===== config.mk =====
export PLATFORM = sky130hd
export DESIGN_NAME = lottery_round_robin_scheduler
export DESIGN_NICKNAME = d
export VERILOG_FILES = /design/src/hw/rtl/lrr_pkg.sv /design/src/hw/rtl/lottery_round_robin_scheduler.sv /design/src/hw/rtl/lrr_ticket_mem.sv /design/src/hw/rtl/lrr_seq.sv
export SDC_FILE = /design/constraint.sdc
export NUM_CORES = 1
export LEC_CHECK = 0
export ABC_AREA = 1
export BUFFER_PORTS_ARGS = -buffer_cell sky130_fd_sc_hd__clkbuf_2
export CAP_MARGIN = 0
export CORE_MARGIN = 3
export CORE_UTILIZATION = 60
export CTS_BUF_LIST = sky130_fd_sc_hd__clkbuf_4
export DETAILED_ROUTE_END_ITERATION = 6
export PLACE_DENSITY = 0.84
export SLEW_MARGIN = 10
export SYNTH_ARGS = -nofsm -noshare
export SYNTH_HDL_FRONTEND = slang
export SYNTH_SLANG_ARGS = --single-unit

===== constraint.sdc =====
create_clock -name clk -period 7 [get_ports clk]
set_input_delay 1.4 -clock clk [delete_from_list [all_inputs] [get_ports clk]]
set_output_delay 1.4 -clock clk [all_outputs]
set_load 0.02 [all_outputs]

===== src/hw/rtl/lrr_pkg.sv =====
package lrr_pkg;

	// default sizes of the slot table and the draw
	localparam int SLOTS_DEF       = 16;
	localparam int TICKET_BITS_DEF = 8;
	localparam int RANDOM_BITS_DEF = 16;

	// request codes
	localparam logic [1:0] REQ_ADD   = 2'd0;
	localparam logic [1:0] REQ_SET   = 2'd1;
	localparam logic [1:0] REQ_SCHED = 2'd2;

	// scheduling modes
	localparam logic MODE_RR      = 1'b0;
	localparam logic MODE_LOTTERY = 1'b1;

	// result status codes
	typedef enum logic [1:0] {
		ST_OK     = 2'd0,
		ST_FULL   = 2'd1,
		ST_NOSLOT = 2'd2,
		ST_NONE   = 2'd3
	} status_t;

endpackage


===== src/hw/rtl/lottery_round_robin_scheduler.sv =====
// Slot scheduler with round-robin and ticket-lottery modes.
// Request channel: req_type, slot_index, ticket_count and random_fraction are
// taken at a rising edge where start is high and busy is low. Add, set, unused
// codes and round-robin schedules finish at that edge; their result appears in
// the next cycle and a new request may be taken in that same cycle.
// Lottery schedules on a non-empty table walk the ticket memory twice, one
// entry per cycle through its single read port: a sum over the entries, a
// multiply, then a search that stops at the winner; busy stays high meanwhile.
// On an empty table they finish like round robin; a zero sum skips the search.
// Result channel: done is high for exactly one cycle while grant_slot,
// grant_valid and status hold the result; the receiver cannot stall it.
// Configuration: cfg_we writes cfg_wdata into the mode register (0 round
// robin, 1 lottery); write it only while the block is idle.
// Reset: the table is empty, the round-robin pointer is at slot 0 and the
// mode is lottery. Ticket memory contents are not cleared; only written
// entries are ever read.
module lottery_round_robin_scheduler #(
	parameter int SLOTS       = lrr_pkg::SLOTS_DEF,
	parameter int TICKET_BITS = lrr_pkg::TICKET_BITS_DEF,
	parameter int RANDOM_BITS = lrr_pkg::RANDOM_BITS_DEF
) (
	input  logic                        clk,
	input  logic                        arst_n,
	input  logic                        cfg_we,
	input  logic                        cfg_wdata,
	input  logic                        start,
	output logic                        busy,
	input  logic [1:0]                  req_type,
	input  logic [$clog2(SLOTS)-1:0]    slot_index,
	input  logic [TICKET_BITS-1:0]      ticket_count,
	input  logic [RANDOM_BITS-1:0]      random_fraction,
	output logic                        done,
	output logic [$clog2(SLOTS)-1:0]    grant_slot,
	output logic                        grant_valid,
	output lrr_pkg::status_t            status
);

	import lrr_pkg::*;

	localparam int IDX_W = $clog2(SLOTS);

	logic                   mode_q;
	logic                   mem_we;
	logic [IDX_W-1:0]       mem_waddr;
	logic [TICKET_BITS-1:0] mem_wdata;
	logic                   mem_re;
	logic [IDX_W-1:0]       mem_raddr;
	logic [TICKET_BITS-1:0] mem_rdata;

	// mode register
	always_ff @(posedge clk or negedge arst_n) begin
		if (!arst_n) begin
			mode_q <= MODE_LOTTERY;
		end else if (cfg_we) begin
			mode_q <= cfg_wdata;
		end
	end

	// request sequencer
	lrr_seq #(
		.SLOTS       (SLOTS),
		.TICKET_BITS (TICKET_BITS),
		.RANDOM_BITS (RANDOM_BITS),
		.IDX_W       (IDX_W)
	) u_seq (
		.clk             (clk),
		.arst_n          (arst_n),
		.mode            (mode_q),
		.start           (start),
		.busy            (busy),
		.req_type        (req_type),
		.slot_index      (slot_index),
		.ticket_count    (ticket_count),
		.random_fraction (random_fraction),
		.done            (done),
		.grant_slot      (grant_slot),
		.grant_valid     (grant_valid),
		.status          (status),
		.mem_we          (mem_we),
		.mem_waddr       (mem_waddr),
		.mem_wdata       (mem_wdata),
		.mem_re          (mem_re),
		.mem_raddr       (mem_raddr),
		.mem_rdata       (mem_rdata)
	);

	// ticket table
	lrr_ticket_mem #(
		.DEPTH (SLOTS),
		.WIDTH (TICKET_BITS),
		.AW    (IDX_W)
	) u_mem (
		.clk   (clk),
		.we    (mem_we),
		.waddr (mem_waddr),
		.wdata (mem_wdata),
		.re    (mem_re),
		.raddr (mem_raddr),
		.rdata (mem_rdata)
	);

endmodule


===== src/hw/rtl/lrr_ticket_mem.sv =====
module lrr_ticket_mem #(
	parameter int DEPTH = 16,
	parameter int WIDTH = 8,
	parameter int AW    = 4
) (
	input  logic             clk,
	input  logic             we,
	input  logic [AW-1:0]    waddr,
	input  logic [WIDTH-1:0] wdata,
	input  logic             re,
	input  logic [AW-1:0]    raddr,
	output logic [WIDTH-1:0] rdata
);

	logic [WIDTH-1:0] mem_q [DEPTH];
	logic [WIDTH-1:0] rdata_q;

	// one write port, one registered read port
	always_ff @(posedge clk) begin
		if (we) begin
			mem_q[waddr] <= wdata;
		end
		if (re) begin
			rdata_q <= mem_q[raddr];
		end
	end

	assign rdata = rdata_q;

endmodule


===== src/hw/rtl/lrr_seq.sv =====
module lrr_seq #(
	parameter int SLOTS       = 16,
	parameter int TICKET_BITS = 8,
	parameter int RANDOM_BITS = 16,
	parameter int IDX_W       = 4
) (
	input  logic                   clk,
	input  logic                   arst_n,
	input  logic                   mode,
	input  logic                   start,
	output logic                   busy,
	input  logic [1:0]             req_type,
	input  logic [IDX_W-1:0]       slot_index,
	input  logic [TICKET_BITS-1:0] ticket_count,
	input  logic [RANDOM_BITS-1:0] random_fraction,
	output logic                   done,
	output logic [IDX_W-1:0]       grant_slot,
	output logic                   grant_valid,
	output lrr_pkg::status_t       status,
	// ticket memory port
	output logic                   mem_we,
	output logic [IDX_W-1:0]       mem_waddr,
	output logic [TICKET_BITS-1:0] mem_wdata,
	output logic                   mem_re,
	output logic [IDX_W-1:0]       mem_raddr,
	input  logic [TICKET_BITS-1:0] mem_rdata
);

	import lrr_pkg::*;

	localparam int CNT_W  = $clog2(SLOTS + 1);
	localparam int SUM_W  = TICKET_BITS + IDX_W;
	localparam int PROD_W = SUM_W + RANDOM_BITS;

	typedef enum logic [3:0] {
		S_IDLE = 4'b0001,
		S_SUM  = 4'b0010,
		S_MUL  = 4'b0100,
		S_PICK = 4'b1000
	} state_t;

	state_t                 state_q;
	logic [CNT_W-1:0]       cnt_q;
	logic [IDX_W-1:0]       rr_q;
	logic [IDX_W-1:0]       pos_q;
	logic [SUM_W-1:0]       total_q;
	logic [SUM_W-1:0]       run_q;
	logic [SUM_W-1:0]       winner_q;
	logic [RANDOM_BITS-1:0] frac_q;
	logic                   done_q;
	logic [IDX_W-1:0]       grant_slot_q;
	logic                   grant_valid_q;
	status_t                status_q;

	logic                   accept;
	logic                   full;
	logic                   slot_ok;
	logic                   empty;
	logic                   lot_start;
	logic                   last;
	logic [IDX_W-1:0]       rr_grant;
	logic [IDX_W-1:0]       rr_next;
	logic [SUM_W-1:0]       total_next;
	logic [SUM_W-1:0]       run_next;
	logic                   hit;
	logic [PROD_W-1:0]      product;

	assign accept = start && (state_q == S_IDLE);
	assign busy   = (state_q != S_IDLE);

	// request checks against the table fill
	assign full      = (cnt_q == CNT_W'(SLOTS));
	assign slot_ok   = (CNT_W'(slot_index) < cnt_q);
	assign empty     = (cnt_q == '0);
	assign lot_start = accept && (req_type == REQ_SCHED) && !empty && (mode == MODE_LOTTERY);
	assign last      = (CNT_W'(pos_q) == (cnt_q - CNT_W'(1)));

	// round-robin pick and advance
	assign rr_grant = (CNT_W'(rr_q) < cnt_q) ? rr_q : '0;
	assign rr_next  = (rr_grant == IDX_W'(SLOTS - 1)) ? '0 : rr_grant + IDX_W'(1);

	// running sums over the entry read back this cycle
	assign total_next = total_q + SUM_W'(mem_rdata);
	assign run_next   = run_q + SUM_W'(mem_rdata);
	assign hit        = (run_next > winner_q);

	// winning number: total scaled by the random fraction
	assign product = PROD_W'(total_q) * PROD_W'(frac_q);

	// memory writes on add and set, reads during the two walks
	always_comb begin
		mem_we    = 1'b0;
		mem_waddr = cnt_q[IDX_W-1:0];
		mem_wdata = TICKET_BITS'(1);
		mem_re    = 1'b0;
		mem_raddr = pos_q + IDX_W'(1);
		if (accept && (req_type == REQ_ADD) && !full) begin
			mem_we = 1'b1;
		end
		if (accept && (req_type == REQ_SET) && slot_ok) begin
			mem_we    = 1'b1;
			mem_waddr = slot_index;
			mem_wdata = ticket_count;
		end
		case (state_q)
			S_IDLE: begin
				if (lot_start) begin
					mem_re    = 1'b1;
					mem_raddr = '0;
				end
			end
			S_SUM: begin
				mem_re = !last;
			end
			S_MUL: begin
				mem_re    = (total_q != '0);
				mem_raddr = '0;
			end
			S_PICK: begin
				mem_re = !hit && !last;
			end
			default: begin
				mem_re = 1'b0;
			end
		endcase
	end

	// sequencer and result registers
	always_ff @(posedge clk or negedge arst_n) begin
		if (!arst_n) begin
			state_q       <= S_IDLE;
			cnt_q         <= '0;
			rr_q          <= '0;
			pos_q         <= '0;
			total_q       <= '0;
			run_q         <= '0;
			winner_q      <= '0;
			frac_q        <= '0;
			done_q        <= 1'b0;
			grant_slot_q  <= '0;
			grant_valid_q <= 1'b0;
			status_q      <= ST_OK;
		end else begin
			done_q <= 1'b0;
			case (state_q)
				S_IDLE: begin
					if (accept) begin
						grant_slot_q  <= '0;
						grant_valid_q <= 1'b0;
						status_q      <= ST_OK;
						done_q        <= 1'b1;
						case (req_type)
							REQ_ADD: begin
								if (full) begin
									status_q <= ST_FULL;
								end else begin
									grant_slot_q  <= cnt_q[IDX_W-1:0];
									grant_valid_q <= 1'b1;
									cnt_q         <= cnt_q + CNT_W'(1);
								end
							end
							REQ_SET: begin
								if (!slot_ok) begin
									status_q <= ST_NOSLOT;
								end
							end
							REQ_SCHED: begin
								if (empty) begin
									status_q <= ST_NONE;
								end else if (mode == MODE_RR) begin
									grant_slot_q  <= rr_grant;
									grant_valid_q <= 1'b1;
									rr_q          <= rr_next;
								end else begin
									done_q  <= 1'b0;
									frac_q  <= random_fraction;
									pos_q   <= '0;
									total_q <= '0;
									state_q <= S_SUM;
								end
							end
							default: begin
								status_q <= ST_OK;
							end
						endcase
					end
				end
				S_SUM: begin
					total_q <= total_next;
					if (last) begin
						state_q <= S_MUL;
					end else begin
						pos_q <= pos_q + IDX_W'(1);
					end
				end
				S_MUL: begin
					if (total_q == '0) begin
						status_q <= ST_NONE;
						done_q   <= 1'b1;
						state_q  <= S_IDLE;
					end else begin
						winner_q <= product[PROD_W-1:RANDOM_BITS];
						pos_q    <= '0;
						run_q    <= '0;
						state_q  <= S_PICK;
					end
				end
				S_PICK: begin
					run_q <= run_next;
					if (hit || last) begin
						grant_slot_q  <= pos_q;
						grant_valid_q <= 1'b1;
						status_q      <= ST_OK;
						done_q        <= 1'b1;
						state_q       <= S_IDLE;
					end else begin
						pos_q <= pos_q + IDX_W'(1);
					end
				end
				default: begin
					state_q <= S_IDLE;
				end
			endcase
		end
	end

	assign done        = done_q;
	assign grant_slot  = grant_slot_q;
	assign grant_valid = grant_valid_q;
	assign status      = status_q;

endmodule


[Yosys cells after proc, flatten, opt, wreduce, memory -nomap -nowiden]
Memories as Yosys holds them, arrays and structs flattened. A register that Yosys moved wholly into a read port is not among the register bits.
Index checks and enable logic that the tools add are counted.
W data, S select, Z words.
Cells by class
  add/sub/neg operators: 6
  $mul: 1
  order comparisons: 3
  eq/ne operators: 20
  muxes and demuxes: 63
  bitwise gates (word level): 4
  reductions and logical operators: 33
Operators by type and width (count)
  $mux W4: 23
  $mux W12: 5
  $pmux W12 S2: 2
  $pmux W4 S4: 2
  $mul A12 B16 Y28: 1
  $add A12 B8 Y12: 2
  $pmux W4 S2: 3
  $mux W1: 16
  $reduce_and A5 Y1: 3
  $gt A12 B12 Y1: 1
  $logic_not A12 Y1: 1
  $ne A2 B2 Y1 const B: 6
  $pmux W2 S3: 2
  $reduce_bool A12 Y1: 1
  $lt A4 B5 Y1: 2
  $mux W2: 5
  $logic_and A1 B1 Y1: 9
  $add A4 B1 Y4 const B: 2
  $eq A4 B4 Y1 const B: 2
  $mux W8: 1
  $ne A2 B1 Y1 const B: 4
  $reduce_and A4 Y1: 2
  $reduce_and A8 Y1: 1
  $reduce_and A6 Y1: 1
  other kinds (23): 33
Storage, ports and cells
  flip-flop bits (word level): 78
  RAM bits: 128
  memories kept: 1
Memory list
  u_mem.mem_q: words 16, width 8, read ports 1, clocked after memory_dff 1, wr ports 1, line lrr_ticket_mem.sv:15  | logic [WIDTH-1:0] mem_q [DEPTH];

[Longest topological paths before layout]
Gate-level depths: netlist (run 1).
  depth in word-level cells: 8
  depth in mapped cells: 25
  gate-level depth less buffers: 23

[Modules after synthesis]
A second synthesis (run 1) with hierarchy kept.
Second synthesis, totals
  cell total of the unflattened synthesis: 2084
  area, all modules: 17167.7 um^2
Modules (own cells, without submodules)
  lrr_seq: times used 1, cells each 1528, area each 11279.6 um^2
  lrr_ticket_mem: times used 1, cells each 551, area each 5846.9 um^2
  lottery_round_robin_scheduler: times used 1, cells each 5, area each 41.3 um^2

[Worst setup path before layout (run 1)]
No wires, ideal clock.
  path kind: register to register
  start: register u_seq.total_q[3]
  end: register u_seq.winner_q[7]
  library setup time: 0.118 ns
  arrival: 4.708 ns
  setup slack: 2.174 ns
  stages on the path, launching flop included: 22
  buffers on the path: 2
  clock period less this slack: 4.826 ns
  cells stage by stage: dfrtp_1 clkbuf_1 clkbuf_1 nand2_1 fa_1 inv_1 fa_1 fa_1 fa_1 inv_1 fa_1 inv_1 ha_1 nand2_1 nor2_1 nand2_1 nor4_1 nand2_1 nand3_1 nand2_1 nand3_1 nand2_1
Between the ends
  cells in the longest elaborated chain, start to end: 3
RTL lines
  start, declared: line lrr_seq.sv:46  | logic [SUM_W-1:0] total_q;
  start signal, assigned: line lrr_seq.sv:189  | total_q <= total_next;
  parallel branches: the longest is 3 deep, another holds $mul A12 B16 Y28
  end signal, assigned: line lrr_seq.sv:202  | winner_q <= product[PROD_W-1:RANDOM_BITS];
  end, declared: line lrr_seq.sv:48  | logic [SUM_W-1:0] winner_q;
Several ways; the timed one is not identified.
A chain may end at the register's enable or synchronous reset.

[Worst setup path after layout (run 1)]
  start: register u_seq.total_q[9]
  end: register u_seq.winner_q[9]
Same word-level chain as after synthesis.

==> impl_metrics.env, run 1 <==
export IMPL_fin_skew_ns=0.02097
export IMPL_cts_buffers_inserted=56
export IMPL_final_common_cell="nand2_1"
export IMPL_grt_pass1_vias=14420
export IMPL_ys_ff_latch=214
export IMPL_switching_share_pct=45.04
export IMPL_holdBufCountCts=0
export IMPL_slew_viol_final=0
export IMPL_fin_hold_ws_ns=0.4784
export IMPL_syn_cell_area_mm2=0.01722
export IMPL_vias=13960
export IMPL_switching_power_mw=2.212
export IMPL_fin_crit_ns=5.277
export IMPL_r2r_start="u_seq.total_q[9]$_DFFE_PN0P_"
export IMPL_r2r_cells=19
export IMPL_clk_path_buf_depth=3
export IMPL_drt_total_wl_um=42010
export IMPL_tightest_slew_ns=1.311
export IMPL_pwr_share_seq_pct=38.2
export IMPL_drc=0
export IMPL_cts_sinks=214
export IMPL_rrSetupSlack_ns=1.72
export IMPL_antenna_found_initial=1
export IMPL_drive_above_1_share_pct=9.428
export IMPL_gp_congestion=0.9456
export IMPL_clock_latency_ns=0.71
export IMPL_placed_cells=2405
export IMPL_cts_resized_gates=0
export IMPL_ys_flop_type="edfxtp_1"
export IMPL_hp_class="reg2reg"
export IMPL_min_to="u_seq.status[0]$_DFFE_PN0P_"
export IMPL_die_area_mm2=0.03076
export IMPL_p_leak_nw=9.441
export IMPL_powerDensity_mw_per_mm2=268.4
export IMPL_hold_viol_final=0
export IMPL_port_buffers=43
export IMPL_ir_worst_vdd_uv=261.8
export IMPL_start_util_pct=61.46
export IMPL_pin_count=44
export IMPL_p_comb_share_pct=39.8
export IMPL_fillers=2265
export IMPL_worstPathMaxFanout=21
export IMPL_synthDistinctLibCells=50
export IMPL_seq_area_frac_synth_pct=35.07
export IMPL_rsz0062_at_grt="false"
export IMPL_critPathKind="reg2reg"
export IMPL_die_w_um=175.4
export IMPL_synth_warnings=0
export IMPL_rows=61
export IMPL_vias_per_cell=5.557
export IMPL_async_flop_share_pct=36.45
export IMPL_grt_overflow=0
export IMPL_min_path_cells=2
export IMPL_relSlewSlack_pct=12.27
export IMPL_dr_pass1_iters=6
export IMPL_period_share_pct=75.38
export IMPL_syn_inst=2056
export IMPL_wire_per_inst_um=16.72
export IMPL_grt_usage_pct=28.06
export IMPL_finalSetupViolCount=0
export IMPL_fin_nets=2361
export IMPL_syn_area_per_cell_um2=8.374
export IMPL_drtIter0Drc=1447
export IMPL_timing_fmax_ghz=0.1895
export IMPL_total_power_mw=4.912
export IMPL_die_h_um=175.4
export IMPL_cap_violations=0
export IMPL_endpoint_kind="flip-flop"
export IMPL_instances_no_fill=2512
export IMPL_crit_path_start_kind="flip-flop"
export IMPL_synth_edf_count=136
export IMPL_root_buffer="clkbuf_4"
export IMPL_final_cell_mix="nand2_1, inv_1, nand3_1"
export IMPL_grt_max_degree=92
export IMPL_fin_tns_setup_ns=0
export IMPL_cts_setup_buffers=0
export IMPL_status="finished, final reports clean"
export IMPL_clk_pin_slew_worst_paths_ns=0.07
export IMPL_cts_tree="done"
export IMPL_worstReg2RegEnd="u_seq.winner_q[9]$_DFFE_PN0P_"
export IMPL_cp_arrival_ns=5.86
export IMPL_fp_coreArea_mm2=0.02801
export IMPL_htreeDepth=2
export IMPL_p_int_mw=2.700
export IMPL_p_clk_share_pct=22.1
export IMPL_grt_pass1_wl_um=69450
export IMPL_syn_to_final_growth_pct=6.301
export IMPL_ant_nets=0
export IMPL_synth_nets=2332
export IMPL_worstHoldStart="u_seq.status[0]$_DFFE_PN0P_"
export IMPL_hpwl_um=30270
export IMPL_worstPathRequired_ns=7.58
[power groups by stage]
| stage | Clock, mW | Combinational (mW) | Sequential (mW) |
|---|---|---|---|
| 6_report | 1.08 | 1.95 | 1.88 |
| 5_1_grt | 1.17 | 2.23 | 1.89 |
| 4_1_cts | 1.10 | 1.93 | 1.86 |
| 3_5_place_dp | 0 | 1.90 | 1.88 |
| 3_3_place_gp | 0 | 1.84 | 1.88 |
| 2_1_floorplan | 0 | 1.59 | 1.63 |
[kinds of logic (layout without fill, tap and decap cells)]
| group | Yosys count | in the layout | share of synthesized area (%) |
|---|---|---|---|
| compound gates | 145 | 145 | 5.058 |
| xor+xnor | 26 | 26 | 1.323 |
| flops | 214 | 214 | 35.07 |
| fa+ha+maj | 241 | 241 | 23.66 |
| other cells | 0 | 2 | 0 |
| simple gates | 924 | 924 | 23.41 |
| buf+inv | 506 | 582 | 11.48 |
[layout make-up]
| type | instances | area [um2] | share of cell area (%) |
|---|---|---|---|
| clock inverters | 26 | 112.6 | 0.6153 |
| repair buffers | 49 | 262.8 | 1.436 |
| multi-input cells | 1336 | 9208 | 50.31 |
| inverters | 428 | 1609 | 8.792 |
| clock buffers | 79 | 593.1 | 3.241 |
| diodes | 2 | 5.005 | 0.02735 |
| well taps | 378 | 473.0 | 2.584 |
| flip-flops and latches | 214 | 6038 | 32.99 |
[sequential cells by signal, indices dropped and copies added, names as in the netlist]
name,flops
u_mem.mem_q,128
u_seq.frac_q,16
u_seq.run_q,12
u_seq.total_q,12
u_seq.winner_q,12
u_mem.rdata,8
u_seq.cnt_q,5
u_seq.grant_slot,4
u_seq.pos_q,4
u_seq.rr_q,4
u_seq.state_q,4
u_seq.status,2
mode_q,1
u_seq.done,1
u_seq.grant_valid,1
[how the worst max path moves through the flow]
stage                                       startpoint                             to  slack [ns]  cells past startpoint
after CTS                 u_seq.total_q[3]$_DFFE_PN0P_  u_seq.winner_q[6]$_DFFE_PN0P_        1.82                     19
after global placement    u_seq.total_q[3]$_DFFE_PN0P_  u_seq.winner_q[7]$_DFFE_PN0P_        1.91                     19
after global routing      u_seq.total_q[3]$_DFFE_PN0P_  u_seq.winner_q[6]$_DFFE_PN0P_        1.46                     19
after floorplan           u_seq.total_q[3]$_DFFE_PN0P_  u_seq.winner_q[7]$_DFFE_PN0P_        2.17                     21
after detailed placement  u_seq.total_q[3]$_DFFE_PN0P_  u_seq.winner_q[6]$_DFFE_PN0P_        1.81                     19
final                     u_seq.total_q[9]$_DFFE_PN0P_  u_seq.winner_q[9]$_DFFE_PN0P_        1.72                     19
[worst max-delay path: stages, from the launching register on]
cell and delay, ns:
dfrtp_1 0.91, nand2_1 0.12, inv_1 0.12, fa_1 0.41
inv_1 0.09, fa_1 0.41, inv_1 0.08, fa_1 0.45
fa_1 0.51, inv_1 0.05, fa_1 0.48, inv_1 0.04
ha_1 0.36, nand2_1 0.16, nor4_1 0.38, o21ai_0 0.25
nand3_1 0.14, nand2_1 0.06, nand3_1 0.07, nand2_1 0.06
[routing by layer]
| layer | global-route usage, % | routed length, um | share of wire, % |
|---|---|---|---|
| met5 | 0 | 0 | 0 |
| met4 | 12.07 | 1541 | 3.7 |
| met3 | 5.556 | 3328 | 7.9 |
| met2 | 49.15 | 21000 | 50 |
| met1 | 33.80 | 16140 | 38 |
[through the flow]
step	cell area (um2)	util [%]	setup WS (ns)
final	18300	65.34	1.723
after global routing	18300	65.33	1.457
after CTS	18300	65.32	1.823
after detailed placement	17590	62.80	1.815
after global placement	17590	62.80	1.911
after floorplan	17220	-	2.174
[synth_stat cells, types with 14 or more instances]
cell type / count / area share [%]
nand4_1: 21 / 0.76
nand3b_1: 25 / 1.1
edfxtp_1: 136 / 24
fa_1: 141 / 16
a21oi_1: 46 / 1.3
inv_2: 16 / 0.35
nand2_1: 513 / 11
or2_2: 27 / 0.98
ha_1: 100 / 7.3
buf_2: 14 / 0.41
nand3_1: 195 / 5.7
nor2_1: 113 / 2.5
clkbuf_1: 47 / 1.0
xor2_1: 19 / 0.97
inv_1: 410 / 8.9
dfrtp_1: 76 / 11
o21ai_0: 45 / 1.3
No activity file was read; power rests on OpenSTA's default activity.
==> inputs of run 2 (changes only) <==
clock period = 5.1 ns   (was 7 ns; I/O delays follow)
==> impl_metrics.env, run 2 (synthesis results as in run 1) <==
export IMPL_final_common_cell="nand2_1"
export IMPL_reg_largest_list="u_mem.mem_q x128, u_seq.frac_q x16"
export IMPL_fin_hold_ws_ns=0.4803
export IMPL_worstPathRequired_ns=5.67
export IMPL_p_comb_share_pct=41.4
export IMPL_hpwl_um=30760
export IMPL_slew_viol_final=0
export IMPL_relSlewSlack_pct=19.39
export IMPL_dr_pass1_iters=6
export IMPL_die_h_um=175.4
export IMPL_fillers=2203
export IMPL_grt_pass1_vias=14280
export IMPL_root_buffer="clkbuf_4"
export IMPL_wire_per_inst_um=16.68
export IMPL_fin_crit_ns=4.889
export IMPL_drtIter0Drc=1577
export IMPL_cp_arrival_ns=5.45
export IMPL_clk_path_buf_depth=3
export IMPL_cap_violations=0
export IMPL_cts_buffers_inserted=55
export IMPL_grt_overflow=0
export IMPL_fp_coreArea_mm2=0.02801
export IMPL_r2r_start="u_seq.total_q[6]$_DFFE_PN0P_"
export IMPL_rrSetupSlack_ns=0.21
export IMPL_syn_to_final_growth_pct=7.776
export IMPL_r2r_cells=18
export IMPL_clk_pin_slew_worst_paths_ns=0.07
export IMPL_hold_viol_final=0
export IMPL_powerDensity_mw_per_mm2=371.5
export IMPL_grt_max_degree=89
export IMPL_htreeDepth=2
export IMPL_clock_latency_ns=0.72
export IMPL_crit_path_start_kind="flip-flop"
export IMPL_p_int_mw=3.830
export IMPL_drive_above_1_share_pct=11.77
export IMPL_rows=61
export IMPL_status="finished, final reports clean"
export IMPL_grt_usage_pct=27.84
export IMPL_switching_power_mw=3.064
export IMPL_finalSetupViolCount=0
export IMPL_port_buffers=43
export IMPL_p_clk_share_pct=22.5
export IMPL_cts_sinks=214
export IMPL_die_w_um=175.4
export IMPL_tightest_slew_ns=1.205
export IMPL_period_share_pct=95.86
export IMPL_switching_share_pct=44.45
export IMPL_hp_class="reg2reg"
export IMPL_min_path_cells=2
export IMPL_grt_pass1_wl_um=68840
export IMPL_vias=14160
export IMPL_top_register="u_mem.mem_q"
export IMPL_fin_skew_ns=0.06284
export IMPL_vias_per_cell=5.598
export IMPL_worstReg2RegEnd="u_seq.winner_q[5]$_DFFE_PN0P_"
export IMPL_drc=0
export IMPL_pin_count=44
export IMPL_die_area_mm2=0.03076
export IMPL_min_to="u_seq.grant_slot[3]$_DFFE_PN0P_"
export IMPL_holdBufCountCts=0
export IMPL_p_leak_nw=9.533
export IMPL_placed_area_mm2=0.01773
export IMPL_timing_fmax_ghz=0.2045
export IMPL_start_util_pct=61.46
export IMPL_worstHoldStart="u_seq.grant_slot[3]$_DFFE_PN0P_"
export IMPL_critPathKind="reg2reg"
export IMPL_ant_nets=0
export IMPL_gp_congestion=0.9520
export IMPL_fin_nets=2381
export IMPL_endpoint_kind="flip-flop"
export IMPL_final_cell_area_mm2=0.01856
export IMPL_worstPathMaxFanout=14
export IMPL_largest_reg_flops=128
export IMPL_ir_worst_vdd_uv=320.7
export IMPL_antenna_found_initial=2
export IMPL_drt_total_wl_um=42170
export IMPL_cts_tree="done"
export IMPL_final_cell_mix="nand2_1, inv_1, nand3_1"
export IMPL_pwr_share_seq_pct=36.2
[run 2: worst max path at each step]
stage,startpoint,to,slack [ns],cells past startpoint
floorplan,u_seq.total_q[3]$_DFFE_PN0P_,u_seq.winner_q[7]$_DFFE_PN0P_,0.27,21
global placement,u_seq.total_q[10]$_DFFE_PN0P_,u_seq.winner_q[9]$_DFFE_PN0P_,0.17,18
detailed placement,u_seq.total_q[10]$_DFFE_PN0P_,u_seq.winner_q[9]$_DFFE_PN0P_,0.12,18
CTS,u_seq.total_q[3]$_DFFE_PN0P_,u_seq.winner_q[7]$_DFFE_PN0P_,0.09,19
global route,u_seq.total_q[4]$_DFFE_PN0P_,u_seq.winner_q[9]$_DFFE_PN0P_,-0.001,17
finish,u_seq.total_q[6]$_DFFE_PN0P_,u_seq.winner_q[5]$_DFFE_PN0P_,0.21,18
[run 2: per-stage QoR]
stage / worst slack (ns) / cells / total power, mW / TNS, ns / util [%]
2_1_floorplan: 0.2738 / 2056 / 4.431 / 0 / -
3_3_place_gp: 0.1738 / 2424 / 5.148 / 0 / 63.31
3_5_place_dp: 0.1154 / 2424 / 5.249 / 0 / 63.31
4_1_cts: 0.08705 / 2526 / 6.825 / 0 / 65.92
5_1_grt: -0.001492 / 2529 / 7.403 / -0.001492 / 66.24
6_report: 0.2110 / 2529 / 6.894 / 0 / 66.24
[run 2: per-layer routing]
metal / global-route usage, % / routed length [um] / vias up
met5: 0 / 13 / -
met4: 11.84 / 1923 / 2
met3: 4.842 / 3268 / 168
met2: 48.71 / 20880 / 697
met1: 34.12 / 16090 / 6738
li1: - / - / 6552
[run 2: power groups by stage]
stage	sequential (mW)	clock (mW)	combinational [mW]
floorplan	2.24	0	2.19
global placement	2.48	0	2.67
detailed placement	2.50	0	2.75
CTS	2.46	1.57	2.79
global route	2.52	1.66	3.22
finish	2.49	1.55	2.85
[run 2: area by class of cell]
type | count | area (um2) | share of cell area, %
flip-flops and latches | 214 | 6066 | 32.69
repair buffers | 70 | 430.4 | 2.320
well taps | 378 | 473.0 | 2.549
multi-input cells | 1336 | 9243 | 49.81
diodes | 1 | 2.502 | 0.01349
clock buffers | 79 | 593.1 | 3.196
inverters | 428 | 1609 | 8.672
clock inverters | 23 | 138.9 | 0.7485
[run 2: worst max-delay path, cell delays in order (launching register included)]
cell,delay [ns]
dfrtp_2,0.52
nand2_1,0.12
inv_1,0.06
fa_1,0.52
inv_1,0.05
fa_1,0.54
inv_1,0.05
fa_1,0.46
fa_1,0.51
inv_1,0.05
fa_1,0.48
inv_1,0.04
ha_1,0.34
a21oi_1,0.28
o21ai_0,0.23
a21oi_1,0.22
nand4_1,0.12
nand3_1,0.09
o21ai_0,0.08
[run 2: repair_timing]
action | in CTS | in global routing
buffers inserted | 0 | 2
gates resized for setup | 0 | 27
setup endpoints to repair | 0 | 12
